$ cat src/hw/rtl/twrb_pkg.sv
`timescale 1ns / 1ps

package twrb_pkg;

    // half-period register and its reset value
    localparam int HALF_W = 16;
    localparam logic [HALF_W-1:0] HALF_PERIOD_RST = 16'd4;

    // frame position counter in half-periods, 7 bits wide
    localparam int STEP_W     = 7;
    localparam int TAIL_HALVES = 3;

    // configuration register indexes
    localparam int CFG_IDX_W = 1;
    localparam logic [CFG_IDX_W-1:0] CFG_HALF_PERIOD = 1'd0;
    localparam logic [CFG_IDX_W-1:0] CFG_SHUTDOWN    = 1'd1;

    // pin and status levels of one cycle, sclk in the lowest bit
    typedef struct packed {
        logic done;
        logic busy;
        logic locked;
        logic shdn_n;
        logic sdata_oe;
        logic sdata_out;
        logic csn;
        logic sclk;
    } t_pins;

    localparam int PINS_W = $bits(t_pins);

endpackage

$ cat src/hw/rtl/twrb_core.sv
`timescale 1ns / 1ps

module twrb_core import twrb_pkg::*; #(
    parameter int ADDR_BITS         = 12,
    parameter int DATA_BITS         = 32,
    parameter int TURNAROUND_CLOCKS = 3,
    parameter int DIVIDER_BITS      = 16
) (
    input  logic                 i_clk,
    input  logic                 i_rst_n,
    input  logic                 i_step,
    input  logic                 i_start_req,
    input  logic                 i_op,
    input  logic [ADDR_BITS-1:0] i_address,
    input  logic [DATA_BITS-1:0] i_write_data,
    input  logic                 i_sdata_in,
    input  logic                 i_lock_detect_in,
    input  logic [HALF_W-1:0]    i_half_period,
    input  logic                 i_shutdown,
    output t_pins                o_pins,
    output logic [DATA_BITS-1:0] o_read_data
);

    localparam int CLOCKS_PER_FRAME = ADDR_BITS + 1 + TURNAROUND_CLOCKS + DATA_BITS;
    localparam int CMP_W = (DIVIDER_BITS > HALF_W) ? DIVIDER_BITS : HALF_W;
    localparam logic [STEP_W-1:0] FRAME_HALVES = STEP_W'(2 * CLOCKS_PER_FRAME);
    localparam logic [STEP_W-1:0] FRAME_END    = STEP_W'(2 * CLOCKS_PER_FRAME + TAIL_HALVES);
    localparam logic [STEP_W-1:0] ADDR_CLKS    = STEP_W'(ADDR_BITS);
    localparam logic [STEP_W-1:0] DATA_FIRST   = STEP_W'(ADDR_BITS + 1 + TURNAROUND_CLOCKS);

    logic                    r_active, n_active;
    logic                    r_read, n_read;
    logic [STEP_W-1:0]       r_step, n_step;
    logic [DIVIDER_BITS-1:0] r_div, n_div;
    logic [ADDR_BITS-1:0]    r_addr, n_addr;
    logic [DATA_BITS-1:0]    r_data, n_data;

    logic [DIVIDER_BITS-1:0] div_inc;
    logic [HALF_W-1:0]       half_eff;
    logic                    half_end;
    logic [STEP_W-1:0]       clk_idx;
    logic [STEP_W-1:0]       n_clk_idx;
    logic                    done;
    logic [DATA_BITS-1:0]    rdata;

    // divider: a zero half-period setting behaves as a setting of one
    assign div_inc  = r_div + 1'b1;
    assign half_eff = (i_half_period == '0) ? HALF_W'(1) : i_half_period;
    assign half_end = (CMP_W'(div_inc) >= CMP_W'(half_eff)) || (div_inc == '0);
    assign clk_idx  = {1'b0, r_step[STEP_W-1:1]};

    always_comb begin
        n_active = r_active;
        n_read   = r_read;
        n_step   = r_step;
        n_div    = r_div;
        n_addr   = r_addr;
        n_data   = r_data;
        done     = 1'b0;
        rdata    = '0;
        if (r_active) begin
            if (half_end) begin
                n_div = '0;
                if (r_step < FRAME_HALVES) begin
                    if (!r_step[0]) begin
                        // end of low phase: sample read data
                        if (r_read && clk_idx >= DATA_FIRST) begin
                            n_data = (r_data << 1) | DATA_BITS'(i_sdata_in);
                        end
                    end else begin
                        // end of high phase: next bit to the top
                        if (clk_idx < ADDR_CLKS) begin
                            n_addr = r_addr << 1;
                        end else if (!r_read && clk_idx >= DATA_FIRST) begin
                            n_data = r_data << 1;
                        end
                    end
                end
                n_step = r_step + 1'b1;
                if (n_step >= FRAME_END) begin
                    n_active = 1'b0;
                    n_step   = '0;
                    done     = 1'b1;
                    rdata    = r_read ? n_data : '0;
                end
            end else begin
                n_div = div_inc;
            end
        end else if (i_start_req) begin
            n_active = 1'b1;
            n_step   = '0;
            n_div    = '0;
            n_read   = i_op;
            n_addr   = i_address;
            n_data   = i_op ? '0 : i_write_data;
        end
    end

    // pin levels follow the updated state
    assign n_clk_idx = {1'b0, n_step[STEP_W-1:1]};

    always_comb begin
        o_pins           = '0;
        o_pins.csn       = 1'b1;
        o_pins.shdn_n    = !i_shutdown;
        o_pins.locked    = i_lock_detect_in;
        o_pins.busy      = n_active;
        o_pins.done      = done;
        if (n_active && n_step < FRAME_HALVES) begin
            o_pins.csn  = 1'b0;
            o_pins.sclk = n_step[0];
            if (n_clk_idx < ADDR_CLKS) begin
                o_pins.sdata_oe  = 1'b1;
                o_pins.sdata_out = n_addr[ADDR_BITS-1];
            end else if (n_clk_idx == ADDR_CLKS) begin
                o_pins.sdata_oe  = 1'b1;
                o_pins.sdata_out = n_read;
            end else if (!n_read) begin
                o_pins.sdata_oe = 1'b1;
                if (n_clk_idx >= DATA_FIRST) begin
                    o_pins.sdata_out = n_data[DATA_BITS-1];
                end
            end
        end
    end

    assign o_read_data = rdata;

    always_ff @(posedge i_clk) begin
        if (!i_rst_n) begin
            r_active <= 1'b0;
            r_read   <= 1'b0;
            r_step   <= '0;
            r_div    <= '0;
        end else if (i_step) begin
            r_active <= n_active;
            r_read   <= n_read;
            r_step   <= n_step;
            r_div    <= n_div;
        end
    end

    always_ff @(posedge i_clk) begin
        if (i_step) begin
            r_addr <= n_addr;
            r_data <= n_data;
        end
    end

endmodule

$ cat src/hw/rtl/twrb_out_reg.sv
`timescale 1ns / 1ps

module twrb_out_reg import twrb_pkg::*; #(
    parameter int DATA_BITS = 32
) (
    input  logic                 i_clk,
    input  logic                 i_rst_n,
    input  logic                 i_load,
    input  t_pins                i_pins,
    input  logic [DATA_BITS-1:0] i_read_data,
    input  logic                 i_ready,
    output logic                 o_valid,
    output t_pins                o_pins,
    output logic [DATA_BITS-1:0] o_read_data,
    output logic                 o_load_ok
);

    logic                 r_valid;
    t_pins                r_pins;
    logic [DATA_BITS-1:0] r_read_data;

    // free when empty or when the held result leaves this cycle
    assign o_load_ok = !r_valid || i_ready;

    always_ff @(posedge i_clk) begin
        if (!i_rst_n) begin
            r_valid <= 1'b0;
        end else if (i_load) begin
            r_valid <= 1'b1;
        end else if (i_ready) begin
            r_valid <= 1'b0;
        end
    end

    always_ff @(posedge i_clk) begin
        if (i_load) begin
            r_pins      <= i_pins;
            r_read_data <= i_read_data;
        end
    end

    assign o_valid     = r_valid;
    assign o_pins      = r_pins;
    assign o_read_data = r_read_data;

endmodule

$ cat src/hw/rtl/three_wire_register_bus_master_top.sv
// Result request: registered, valid in the cycle after its input request is accepted.
// Throughput: one request per cycle while results are taken; the result register
//   frees itself in the cycle its contents are taken, so input tready stays high under flow.
// Reset (synchronous, active low): bus idle, csn high, half-period 4,
//   shutdown off, result register empty. No clearing pass.
`timescale 1ns / 1ps

module three_wire_register_bus_master_top import twrb_pkg::*; #(
    parameter int ADDR_BITS         = 12,
    parameter int DATA_BITS         = 32,
    parameter int TURNAROUND_CLOCKS = 3,
    parameter int DIVIDER_BITS      = 16
) (
    input  logic                   i_clk,
    input  logic                   i_rst_n,
    // input requests, one per system clock of bus time
    input  logic                   i_s_axis_tvalid,
    output logic                   o_s_axis_tready,
    // start_req, op, address, write_data, sdata_in, lock_detect_in
    input  logic [((4 + ADDR_BITS + DATA_BITS + 7) / 8) * 8 - 1:0] i_s_axis_tdata,
    // result requests, one per input request
    output logic                   o_m_axis_tvalid,
    input  logic                   i_m_axis_tready,
    // sclk, csn, sdata_out, sdata_oe, shdn_n, locked, busy_res, done_res,
    // read_data
    output logic [((PINS_W + DATA_BITS + 7) / 8) * 8 - 1:0] o_m_axis_tdata,
    // register writes
    input  logic                   i_cfg_we,
    input  logic [CFG_IDX_W-1:0]   i_cfg_addr,
    input  logic [HALF_W-1:0]      i_cfg_data
);

    localparam int OUT_W       = PINS_W + DATA_BITS;
    localparam int OUT_TDATA_W = ((OUT_W + 7) / 8) * 8;

    // input field offsets
    localparam int OFS_ADDR  = 2;
    localparam int OFS_WDATA = OFS_ADDR + ADDR_BITS;
    localparam int OFS_SDI   = OFS_WDATA + DATA_BITS;
    localparam int OFS_LD    = OFS_SDI + 1;

    logic [HALF_W-1:0]    r_half_period;
    logic                 r_shutdown;

    logic                 in_fire;
    logic                 load_ok;
    t_pins                core_pins;
    logic [DATA_BITS-1:0] core_rdata;
    t_pins                out_pins;
    logic [DATA_BITS-1:0] out_rdata;

    // config registers; the user writes them only while the bus is quiet, the block does not enforce this
    always_ff @(posedge i_clk) begin
        if (!i_rst_n) begin
            r_half_period <= HALF_PERIOD_RST;
            r_shutdown    <= 1'b0;
        end else if (i_cfg_we) begin
            unique case (i_cfg_addr)
                CFG_HALF_PERIOD: r_half_period <= i_cfg_data;
                CFG_SHUTDOWN:    r_shutdown    <= i_cfg_data[0];
                default: ;
            endcase
        end
    end

    assign o_s_axis_tready = load_ok;
    assign in_fire         = i_s_axis_tvalid && load_ok;

    // frame sequencer: divider, half-period counter, shifters, pin decode
    twrb_core #(
        .ADDR_BITS         (ADDR_BITS),
        .DATA_BITS         (DATA_BITS),
        .TURNAROUND_CLOCKS (TURNAROUND_CLOCKS),
        .DIVIDER_BITS      (DIVIDER_BITS)
    ) u_core (
        .i_clk            (i_clk),
        .i_rst_n          (i_rst_n),
        .i_step           (in_fire),
        .i_start_req      (i_s_axis_tdata[0]),
        .i_op             (i_s_axis_tdata[1]),
        .i_address        (i_s_axis_tdata[OFS_WDATA-1:OFS_ADDR]),
        .i_write_data     (i_s_axis_tdata[OFS_SDI-1:OFS_WDATA]),
        .i_sdata_in       (i_s_axis_tdata[OFS_SDI]),
        .i_lock_detect_in (i_s_axis_tdata[OFS_LD]),
        .i_half_period    (r_half_period),
        .i_shutdown       (r_shutdown),
        .o_pins           (core_pins),
        .o_read_data      (core_rdata)
    );

    // result register, decouples the two sides
    twrb_out_reg #(
        .DATA_BITS (DATA_BITS)
    ) u_out_reg (
        .i_clk       (i_clk),
        .i_rst_n     (i_rst_n),
        .i_load      (in_fire),
        .i_pins      (core_pins),
        .i_read_data (core_rdata),
        .i_ready     (i_m_axis_tready),
        .o_valid     (o_m_axis_tvalid),
        .o_pins      (out_pins),
        .o_read_data (out_rdata),
        .o_load_ok   (load_ok)
    );

    assign o_m_axis_tdata = OUT_TDATA_W'({out_rdata, out_pins});

    // done marks the end of a transaction, so busy is already low
    a_done_not_busy: assert property (@(posedge i_clk) disable iff (!i_rst_n)
        (o_m_axis_tvalid && out_pins.done) |-> !out_pins.busy)
        else $error("done with busy still high");

    // idle bus leaves chip select high and the line released
    a_idle_pins: assert property (@(posedge i_clk) disable iff (!i_rst_n)
        (o_m_axis_tvalid && !out_pins.busy) |->
            (out_pins.csn && !out_pins.sclk && !out_pins.sdata_oe))
        else $error("bus pins active while idle");

    // every accepted request produces a result request
    a_result_follows: assert property (@(posedge i_clk) disable iff (!i_rst_n)
        (i_s_axis_tvalid && o_s_axis_tready) |=> o_m_axis_tvalid)
        else $error("accepted request without result");

    // a held result that is not taken blocks the input
    a_stall_blocks: assert property (@(posedge i_clk) disable iff (!i_rst_n)
        (o_m_axis_tvalid && !i_m_axis_tready) |-> !o_s_axis_tready)
        else $error("input taken while result register full");

endmodule

$ cat config.mk
export PLATFORM = sky130hd
export DESIGN_NAME = three_wire_register_bus_master_top
export DESIGN_NICKNAME = d
export VERILOG_FILES = /design/src/hw/rtl/twrb_pkg.sv /design/src/hw/rtl/twrb_core.sv /design/src/hw/rtl/twrb_out_reg.sv /design/src/hw/rtl/three_wire_register_bus_master_top.sv
export SDC_FILE = /design/constraint.sdc
export NUM_CORES = 1
export LEC_CHECK = 0
export BUFFER_PORTS_ARGS = -buffer_cell sky130_fd_sc_hd__buf_2
export CAP_MARGIN = 20
export CELL_PAD_IN_SITES_DETAIL_PLACEMENT = 0
export CELL_PAD_IN_SITES_GLOBAL_PLACEMENT = 1
export CORE_UTILIZATION = 47
export DETAILED_ROUTE_END_ITERATION = 10
export PLACE_DENSITY_LB_ADDON = 0.1
export SYNTH_ARGS = -nofsm -noshare
export SYNTH_HDL_FRONTEND = slang
export SYNTH_SLANG_ARGS = --single-unit
$ cat constraint.sdc
create_clock -name i_clk -period 8.4 [get_ports i_clk]
set_clock_uncertainty 0.2 [all_clocks]
set_input_delay 0.42 -clock i_clk [delete_from_list [all_inputs] [get_ports i_clk]]
set_output_delay 0.42 -clock i_clk [all_outputs]
set_load 0.03 [all_outputs]
==> After elaboration in Yosys (flattened, before gate mapping) <==
Cells that the tools add are included.
{ "op_classes": {"n_addsub": 2, "multipliers": 0, "div_mod_pow": 0, "order_cmp": 8, "eq_ne": 5, "shift": 0, "n_mux": 37, "bitwise_logic": 2, "reduce_logical": 20} }
{ "ops": {"columns": ["cell", "count"], "rows": [
  ["$mux W32", 9],
  ["$mux W12", 6],
  ["$mux W16", 4],
  ["$logic_not A16 Y1", 2],
  ["$or A32 B1 Y32", 1],
  ["$mux W7", 4],
  ["$add A16 B1 Y16 const B", 1],
  ["$ge A16 B16 Y1", 1],
  ["$lt A7 B7 Y1 const B", 2],
  ["$ge A6 B5 Y1 const B", 2],
  ["$lt A6 B4 Y1 const B", 2],
  ["$mux W1", 10],
  ["$mux W2", 4],
  ["$ne A2 B2 Y1 const B", 4],
  ["$reduce_and A2 Y1", 4],
  ["$add A7 B1 Y7 const B", 1],
  ["$ge A7 B7 Y1 const B", 1],
  ["$eq A6 B4 Y1 const B", 1],
  ["$reduce_and A6 Y1", 1],
  ["$logic_and A1 B1 Y1", 4],
  ["$reduce_and A4 Y1", 1],
  ["$reduce_bool A2 Y1", 2],
  ["$logic_not A1 Y1", 3],
  ["$reduce_and A3 Y1", 1],
  ["other kinds (2)", 3]
]} }
{ "totals": {"ff_bits": 127, "latchBits": 0, "ramBits": 0, "rom_bits": 0, "input_bits": 70, "output_inout_bits": 42, "word_cells": 94, "memories": 0} }

==> Depth between registers and ports, before layout <==
Gate-level depths: netlist of the first run.
{ "depth": {"depth_word": 12, "ltp_mapped": 16, "ltp_nobuf": 15} }

==> Hierarchy <==
A second synthesis of the first run with hierarchy kept.
{ "hier_totals": {"hier_cells": 675, "hier_area_um2": 6935.4} }
{ "modules_own_cells": {"columns": ["module", "n_inst", "cells_per_inst", "area_each_um2", "seq_area_each_um2"], "rows": [
  ["twrb_core", 1, 556, 4981.0, 1821.7],
  ["twrb_out_reg", 1, 44, 1249.9, 1221.2],
  ["three_wire_register_bus_master_top", 1, 75, 704.4, 340.3]
]} }

==> Worst setup path before layout of the first run <==
OpenSTA, ideal clock, no wires.
{ "synth_path": {"kind": "register to register", "startpoint": "reg u_core.r_div[0]", "endpoint": "reg u_core.r_addr[0], enable pin", "setup_time_ns": 0.378, "arrival_ns": 3.595, "t_required_ns": 7.822, "path_slack_ns": 4.227, "path_stages_with_launch": 16, "n_path_buf": 2, "period_less_slack_ns": 4.173, "path_cell_list": "dfxtp_1 -> ha_1 -> buf_2 -> nand3_1 -> nor4_2 -> xor2_1 -> ha_1 -> o2111ai_1 -> inv_1 -> nand2_1 -> o21ai_1 -> a22oi_2 -> nor2_1 -> clkbuf_1 -> nor2_1 -> nor2_1"} }
{ "synth_via": {"elab_chain_len": 5, "word_cells_on_any_way": 6, "classes_between": "add/sub: 1; order compare: 1; eq/ne: 1; reduce/logical: 3"} }
{ "synth_lines": {"columns": ["item", "line", "rtl"], "rows": [
  ["start: declaration", "twrb_core.sv:34", "logic [DIVIDER_BITS-1:0] r_div, n_div;"],
  ["start signal: assignment", "twrb_core.sv:139", "r_div <= n_div;"],
  ["$add A16 B1 Y16 (*)", "twrb_core.sv:47", "assign div_inc = r_div + 1'b1;"],
  ["$ge A16 B16 Y1 / $logic_not A16 Y1 (equally long branches)", "twrb_core.sv:49", "assign half_end = (CMP_W'(div_inc) >= CMP_W'(half_eff)) || (div_inc == '0);"],
  ["$logic_or A1 B1 Y1 (*)", "twrb_core.sv:49", null],
  ["$ne A2 B2 Y1 (no source line) (*)", null, null],
  ["$reduce_and A6 Y1 (no source line) (*)", null, null],
  ["end signal: assignment", "twrb_core.sv:145", "r_addr <= n_addr;"],
  ["end: declaration", "twrb_core.sv:35", "logic [ADDR_BITS-1:0] r_addr, n_addr;"]
]} }
Mark *: on every way between the ends. The rest lies on a longest branch, timed or not.
A chain may end at the register's enable or synchronous reset.

==> Worst setup path after layout of the first run <==
{ "layout_path": {"startpoint": "reg u_core.r_div[0]", "endpoint": "reg u_core.r_addr[2], enable pin"} }
Same word-level chain as after synthesis.

==> impl_results.md, run 1 <==
* Status: finished clean
* Row cnt at between 40 and 50
* Yosys top cell area share at 37.1%
* Drt pass-1 iters at 5
* Unrepaired setup endpoints after global routing: no
* Worst slew margin at 31.9%
* Cell Chain, Critical Path: ha_1 -> nand3_1 -> nor4_2 -> xor2_1 -> ha_1 -> o2111ai_1 -> inv_1 -> nand2_1 -> o21ai_1 -> a22oi_2 -> nor2_1 -> nor2_1 -> nor2_1
* Sink Count at 127
* Crit Path Max Fanout at 11
* Worst path most repeated cell: nor2_1
* Hold-fix buffer count after cts at 1
* Clk slew on worst S/H paths at 0.06 ns
* Post-CTS setup buffer count at 0
* Worst Min Path Start: i_cfg_data[2]
* Worst hold slack at ~0.036 ns
* Overall power at 1.60 mW
* DR DRC count at 0
* Gr usage total at 22.9%
* Worst setup EP type: flip-flop
* Period utilization at 59.3%
* WL final at 16600 um
* Nets at 867
* CP Data Arrival Time at 4.82 ns
* Initial Util at 48.6%
* Slowest cell on crit path: nor2_1
* Share of post-route cells with drive strength above 1 at between 20% and 30%
* WHS Path Cells at 3
* YS warnings at 0
* Detail Placement HPWL at 11500 um
* Max VDD drop at 134 uV
* Max_cap viols at 0
* Worst hold path class: in -> reg
* Fill cells at between 1000 and 1500
* P_leak at 3.12 nW
* Wire length per cell at 17.1 um
* Final hold violations at 0
* First-pass GRT wire length at 26200 um
* Post-Route Utilization at 58.0%
* PD cells at 198 nW/um^2
* Die width at 122 um
* CP max stage delay at a little under 0.7 ns
* Top post-synthesis cells by area: edfxtp_1, dfxtp_1, nand2_1
* Cts bufs inserted at 17
* # IOs at 112
* Syn Area/Cell at between 10 and 15 um^2
* Area Overhead vs Synth at 19.2%
* Post-synth EDFFs at 84
* Post-DRT Antenna Nets at 0
* Cells after synthesis at roughly 700
* Die Area at 15000 um^2
* Crit path from: u_core.r_div[0]$_SDFFE_PN0P_
* Crit path kind: reg -> reg
* Gp weighted congestion at 0.895
* Clock root cell: clkbuf_16
* Initial antenna violation count at 0
* Slew @ Worst Pin at 1.02 ns
* Slew Viols, Final at 0
* CP required at between 8 and 9 ns
* Setup WS pre-CTS at around 3.4 ns
* Total congestion overflow at 0
* Via Count at roughly 5400
* Antenna Cells at 0
* Setup violations, final at 0
* IO buf count at 111
* Multi-input combinational cell area at 3140 um^2
* Area leader, netlist: edfxtp_1
* Vias in the first global route at 5105
* Cells on worst reg2reg path at 13
* Finished Cell Area at ~8100 um^2
* Core Area at 14000 um^2
* CTS Buffer Depth at 2
* Syn Nets at 769
* Initial drt markers at 431
* DP Area at between 7000 and 8000 um^2
* Library cells used by synthesis at 64
* Asr flop ratio synth at 0%
* FF/Latch Area at 3380 um^2
* Sequential area share after synthesis at around 50%
* Die height at 122 um
* Top_reg_cell synth: edfxtp_1
* Reg2reg start: u_core.r_div[0]$_SDFFE_PN0P_
* Quantity of gates resized following cts at 0
* Finished Layout Cells at 971
* H-tree depth at 4
* Pin count of the biggest net entering global routing at between 40 and 50
* CTS tree: done
* Mapped Area at 6810 um^2
* Synthesized flop and latch total at 127
* Setup slack after layout at between 3 and 4 ns
* Final min period at between 4 and 5 ns
* Placed cell count at 937
* Clk_lat worst skew at 0.41 ns
* Max Clock Freq at 0.201 GHz
* Via density per instance at around 5.5
* Setup TNS at 0 ns
* Startpoint types: flip-flop
[cells in the mapped netlist (3+ instances only)]
| master | count |
|---|---|
| o21ai_0 | 46 |
| and3_1 | 7 |
| a21oi_1 | 14 |
| nor4_1 | 6 |
| o21ai_1 | 3 |
| o21a_1 | 5 |
| a211oi_1 | 5 |
| o211ai_1 | 6 |
| nand2_1 | 100 |
| xnor2_1 | 12 |
| mux2_2 | 3 |
| mux2i_1 | 34 |
| ha_1 | 19 |
| buf_2 | 9 |
| a211o_1 | 3 |
| a22o_1 | 10 |
| and4_1 | 3 |
| o211a_1 | 3 |
| dfxtp_1 | 43 |
| buf_6 | 3 |
| nor2b_1 | 17 |
| nand3_1 | 19 |
| xor2_1 | 8 |
| nor2_1 | 57 |
| or3_1 | 4 |
| and2_1 | 10 |
| edfxtp_1 | 84 |
| clkbuf_1 | 28 |
| inv_1 | 24 |
| a21o_1 | 3 |
| a22oi_1 | 9 |
| a21boi_0 | 23 |
| nand2b_1 | 5 |
| nor3b_1 | 3 |
| nor3_1 | 11 |
| nand4_1 | 5 |
[final timing paths]
kind                                   endpoint  slack, ns
setup reg to reg     u_core.r_addr[2]$_DFFE_PP_       3.42
hold reg to reg   u_out_reg.o_pins[4]$_DFFE_PP_       0.26
hold / removal    r_half_period[2]$_SDFFE_PN1P_       0.04
setup / recovery     u_core.r_addr[2]$_DFFE_PP_       3.42
[cells by family (layout without fill, tap and decap cells)]
group	Yosys count	count (layout)	synth area share [%]
xor+xnor	21	21	2.81
buf+inv	66	177	4.16
compound gates	153	153	16.0
flops	127	127	49.7
fa+ha+maj	19	19	3.49
mux	38	38	5.70
simple gates	256	256	18.2
[flip-flops by register name (all words and copies together), names as in the netlist, 7 cells and up]
signal                 flops
u_core.r_data             32
r_half_period             16
u_out_reg.o_read_data     32
u_out_reg.o_pins           8
u_core.r_step              7
u_core.r_addr             12
u_core.r_div              16
[report_power, final]
group          switching [mW]  internal (mW)
clock network           0.275          0.466
logic                  0.0960         0.0528
registers              0.0161          0.697
total                   0.387           1.22
[placed cells by master (no fill, tap or decap), types with 9 or more instances in the layout]
master     netlist  final
o21ai_0         46     46
xnor2_1         12     12
mux2i_1         34     34
a22oi_1          9      9
clkbuf_16        0     17
and2_1          10      9
nand3_1         19     19
edfxtp_1        84     84
buf_2            9    111
a21boi_0        23     23
dfxtp_1         43     43
nand2_1        100    100
nor2_1          57     56
ha_1            19     19
inv_1           24     24
a21oi_1         14     14
nor2b_1         17     17
a22o_1          10     10
nor3_1          11     11
[layer usage]
layer / share of wire, % / track usage [%] / up-vias
met4: 1.6 / 9.60 / 0
met1: 46 / 29.9 / 2546
met2: 48 / 36.8 / 139
met5: 0 / 0 / -
li1: - / - / 2648
met3: 4.3 / 4.74 / 20
[cell type report]
class                      count  area share, %
inverter                      25           1.16
clock inverter                14           2.05
sequential                   127           41.7
clock buffer                  18           5.29
multi-input combinational    487           38.8
timing repair buffer         120           8.25
tap                          180           2.78
[worst max-delay path, delay by kind of cell (launching register included)]
| family | cells | cell delay, ns |
|---|---|---|
| compound gates | 3 | 0.94 |
| xor+xnor | 1 | 0.15 |
| flops | 1 | 0.45 |
| buf+inv | 1 | 0.08 |
| fa+ha+maj | 2 | 0.68 |
| simple gates | 6 | 2.10 |
Note: power is estimated with default switching activity, not from simulation.
==> inputs of run 2 (changes only) <==
--- a/config.mk
+++ b/config.mk
@@ -9,7 +9,7 @@
 export CAP_MARGIN = 20
 export CELL_PAD_IN_SITES_DETAIL_PLACEMENT = 0
 export CELL_PAD_IN_SITES_GLOBAL_PLACEMENT = 1
-export CORE_UTILIZATION = 47
+export CORE_UTILIZATION = 44
 export DETAILED_ROUTE_END_ITERATION = 10
 export PLACE_DENSITY_LB_ADDON = 0.1
 export SYNTH_ARGS = -nofsm -noshare
==> constraint.sdc (replaced) <==
create_clock -name i_clk -period 5.1 [get_ports i_clk]
set_clock_uncertainty 0.2 [all_clocks]
set_input_delay 0.255 -clock i_clk [delete_from_list [all_inputs] [get_ports i_clk]]
set_output_delay 0.255 -clock i_clk [all_outputs]
set_load 0.03 [all_outputs]
==> run 2 against run 1 <==
  * Combinational power up 89%
  * Total power rose by 63%
  * Fmax is 7.4% higher
  * Sequential share of layout area fell by 2.8 points
  * Core utilization shrank 0.52 points
  * Sequential power grew 64%
  * Register-to-register slack got worse by 3.0 ns
  * Wire length increased by 3.6%
  * Critical path depth increased by 1
  * Die area is 6.7% higher
  * Cell count up 7.6%
  * Largest cell class unchanged
  * Largest power group is now sequential cells
  * Highest routed layer unchanged
==> impl_results.md, run 2 (synthesis results as in run 1) <==
* Nets at slightly above 900
* Drt pass-1 iters at 5
* Gp weighted congestion at 0.837
* Max layer used: met4
* Clock root cell: clkbuf_16
* Most frequent cells in the layout: buf_2, nand2_1, edfxtp_1
* Quantity of gates resized following cts at 0
* Crit path from: u_core.r_div[0]$_SDFFE_PN0P_
* CTS tree: done
* CTS Buffer Depth at 2
* Die height at between 100 and 150 um
* Slew Viols, Final at 0
* Met1 wire length at 7780 um
* Worst setup endpoint: u_out_reg.o_pins[2]$_SDFFCE_PN0P_
* Met2 wire len at 8430 um
* Initial antenna violation count at 0
* Setup violations, final at 0
* Worst R2R Setup Slack at 0.46 ns
* Crit Path Max Fanout at 13
* Gr usage total at between 20% and 30%
* Area Overhead vs Synth at 27.9%
* Via density per instance at 5.46
* Hold-fix buffer count after cts at 64
* Initial drt markers at 352
* Reg2reg start: u_core.r_div[0]$_SDFFE_PN0P_
* Most common cell after layout, fill and taps aside: buf_2
* Sink Count at between 100 and 150
* DR DRC count at 0
* Core Area at around 15000 um^2
* Antenna Cells at 0
* R2r endpoint: u_out_reg.o_pins[2]$_SDFFCE_PN0P_
* Cells on worst reg2reg path at 14
* Clk_lat worst skew at 0.41 ns
* Detail Placement HPWL at 11400 um
* Row cnt at 45
* Crit path kind: reg -> reg
* Pin count of the biggest net entering global routing at 49
* IO buf count at approximately 110
* Final min period at 4.64 ns
* Final hold violations at 0
* First-pass GRT wire length at between 20000 and 30000 um
* Slew @ Worst Pin at 1.01 ns
* Met3 routed WL at 571 um
* Die Area at ~16000 um^2
* Wire length per cell at 16.5 um
* Initial Util at 44.9%
* Post-DRT Antenna Nets at 0
* Share of post-route cells with drive strength above 1 at between 20 and 25%
* CP required at around 5 ns
* Post-CTS setup buffer count at 0
* Startpoint types: flip-flop
* Unrepaired setup endpoints after global routing: no
* Vias in the first global route at roughly 5700
* Max Clock Freq at 0.215 GHz
* WL final at 17200 um
* Max_cap viols at 0
* Clk slew on worst S/H paths at 0.06 ns
* Worst setup EP type: flip-flop
* Worst slew margin at approximately a third
* P_leak at 3.36 nW
* Period utilization at 91.0%
* Post-Route Utilization at a little under three fifths
* PD cells at roughly 300 nW/um^2
* Worst hold path class: in -> reg
* Setup TNS at 0 ns
* H-tree depth at 4
* Fill cells at 1326
* Cts bufs inserted at 17
* # IOs at around 110
* CP Data Arrival Time at between 4 and 5 ns
* Die width at 126 um
* Status: finished clean
* Total congestion overflow at 0
* Via Count at 5708
* Max VDD drop at roughly 220 uV
## run 2: cell count changes in the layout (fill, tap and decap cells not counted)
cell and delta:
buf_16 -2, buf_4 +6, buf_6 -1, bufinv_16 -1
clkbuf_1 -1, clkinv_1 +1, clkinv_4 -2, clkinvlp_4 +3
dlygate4sd3_1 +63, inv_6 +1, inv_8 -1
## run 2: critical path: stages, from the launching register on
cell      delay [ns]
dfxtp_1         0.45
ha_1            0.35
nand3_1         0.26
nor4_2          0.40
xor2_1          0.24
ha_1            0.28
a21o_1          0.18
a221oi_1        0.37
o21ai_1         0.34
a22oi_2         0.38
buf_4           0.25
nor4_2          0.07
nor2_1          0.30
nand3_1         0.18
a211oi_2        0.24
## run 2: metrics by stage
step	hold WS [ns]	setup WS, ns	std cells	area [um^2]	power, mW
floorplan	0.154	0.927	680	6810	1.34
global placement	0.235	0.720	947	7480	1.43
finish	0.104	0.459	1045	8700	2.62
CTS	0.0995	0.536	1043	8690	2.65
global route	0.122	0.0982	1045	8700	2.72
detailed placement	0.237	0.574	947	7480	1.44
## run 2: layer usage
| layer | global-route usage (%) | up-vias |
|---|---|---|
| met2 | 38.9 | 148 |
| met4 | 10.6 | 0 |
| met1 | 27.7 | 2748 |
| met3 | 3.75 | 29 |
| met5 | 0 | - |
| li1 | - | 2783 |
## run 2: how the worst min path moves through the flow
stage,startpoint,to,cells past startpoint
detailed placement,i_s_axis_tdata[47],u_out_reg.o_pins[5]$_DFFE_PP_,1
global route,i_cfg_we,r_half_period[4]$_SDFFE_PN0P_,4
finish,i_cfg_we,r_half_period[3]$_SDFFE_PN0P_,4
floorplan,i_s_axis_tdata[47],u_out_reg.o_pins[5]$_DFFE_PP_,0
CTS,i_s_axis_tdata[13],u_core.r_addr[11]$_DFFE_PP_,4
global placement,i_s_axis_tdata[47],u_out_reg.o_pins[5]$_DFFE_PP_,1
## run 2: where the power goes
part           switching (mW)  internal (mW)
Clock                   0.450          0.713
Combinational           0.163          0.117
Sequential             0.0264           1.15
Total                   0.640           1.98
## run 2: final cells by class
class | instances | area (um^2) | area share [%]
sequential | 127 | 3380 | 38.9
multi-input combinational | 487 | 3140 | 36.1
timing repair buffer | 186 | 1280 | 14.7
clock buffer | 17 | 425 | 4.89
tap | 188 | 235 | 2.70
clock inverter | 15 | 143 | 1.64
inverter | 25 | 93.8 | 1.08
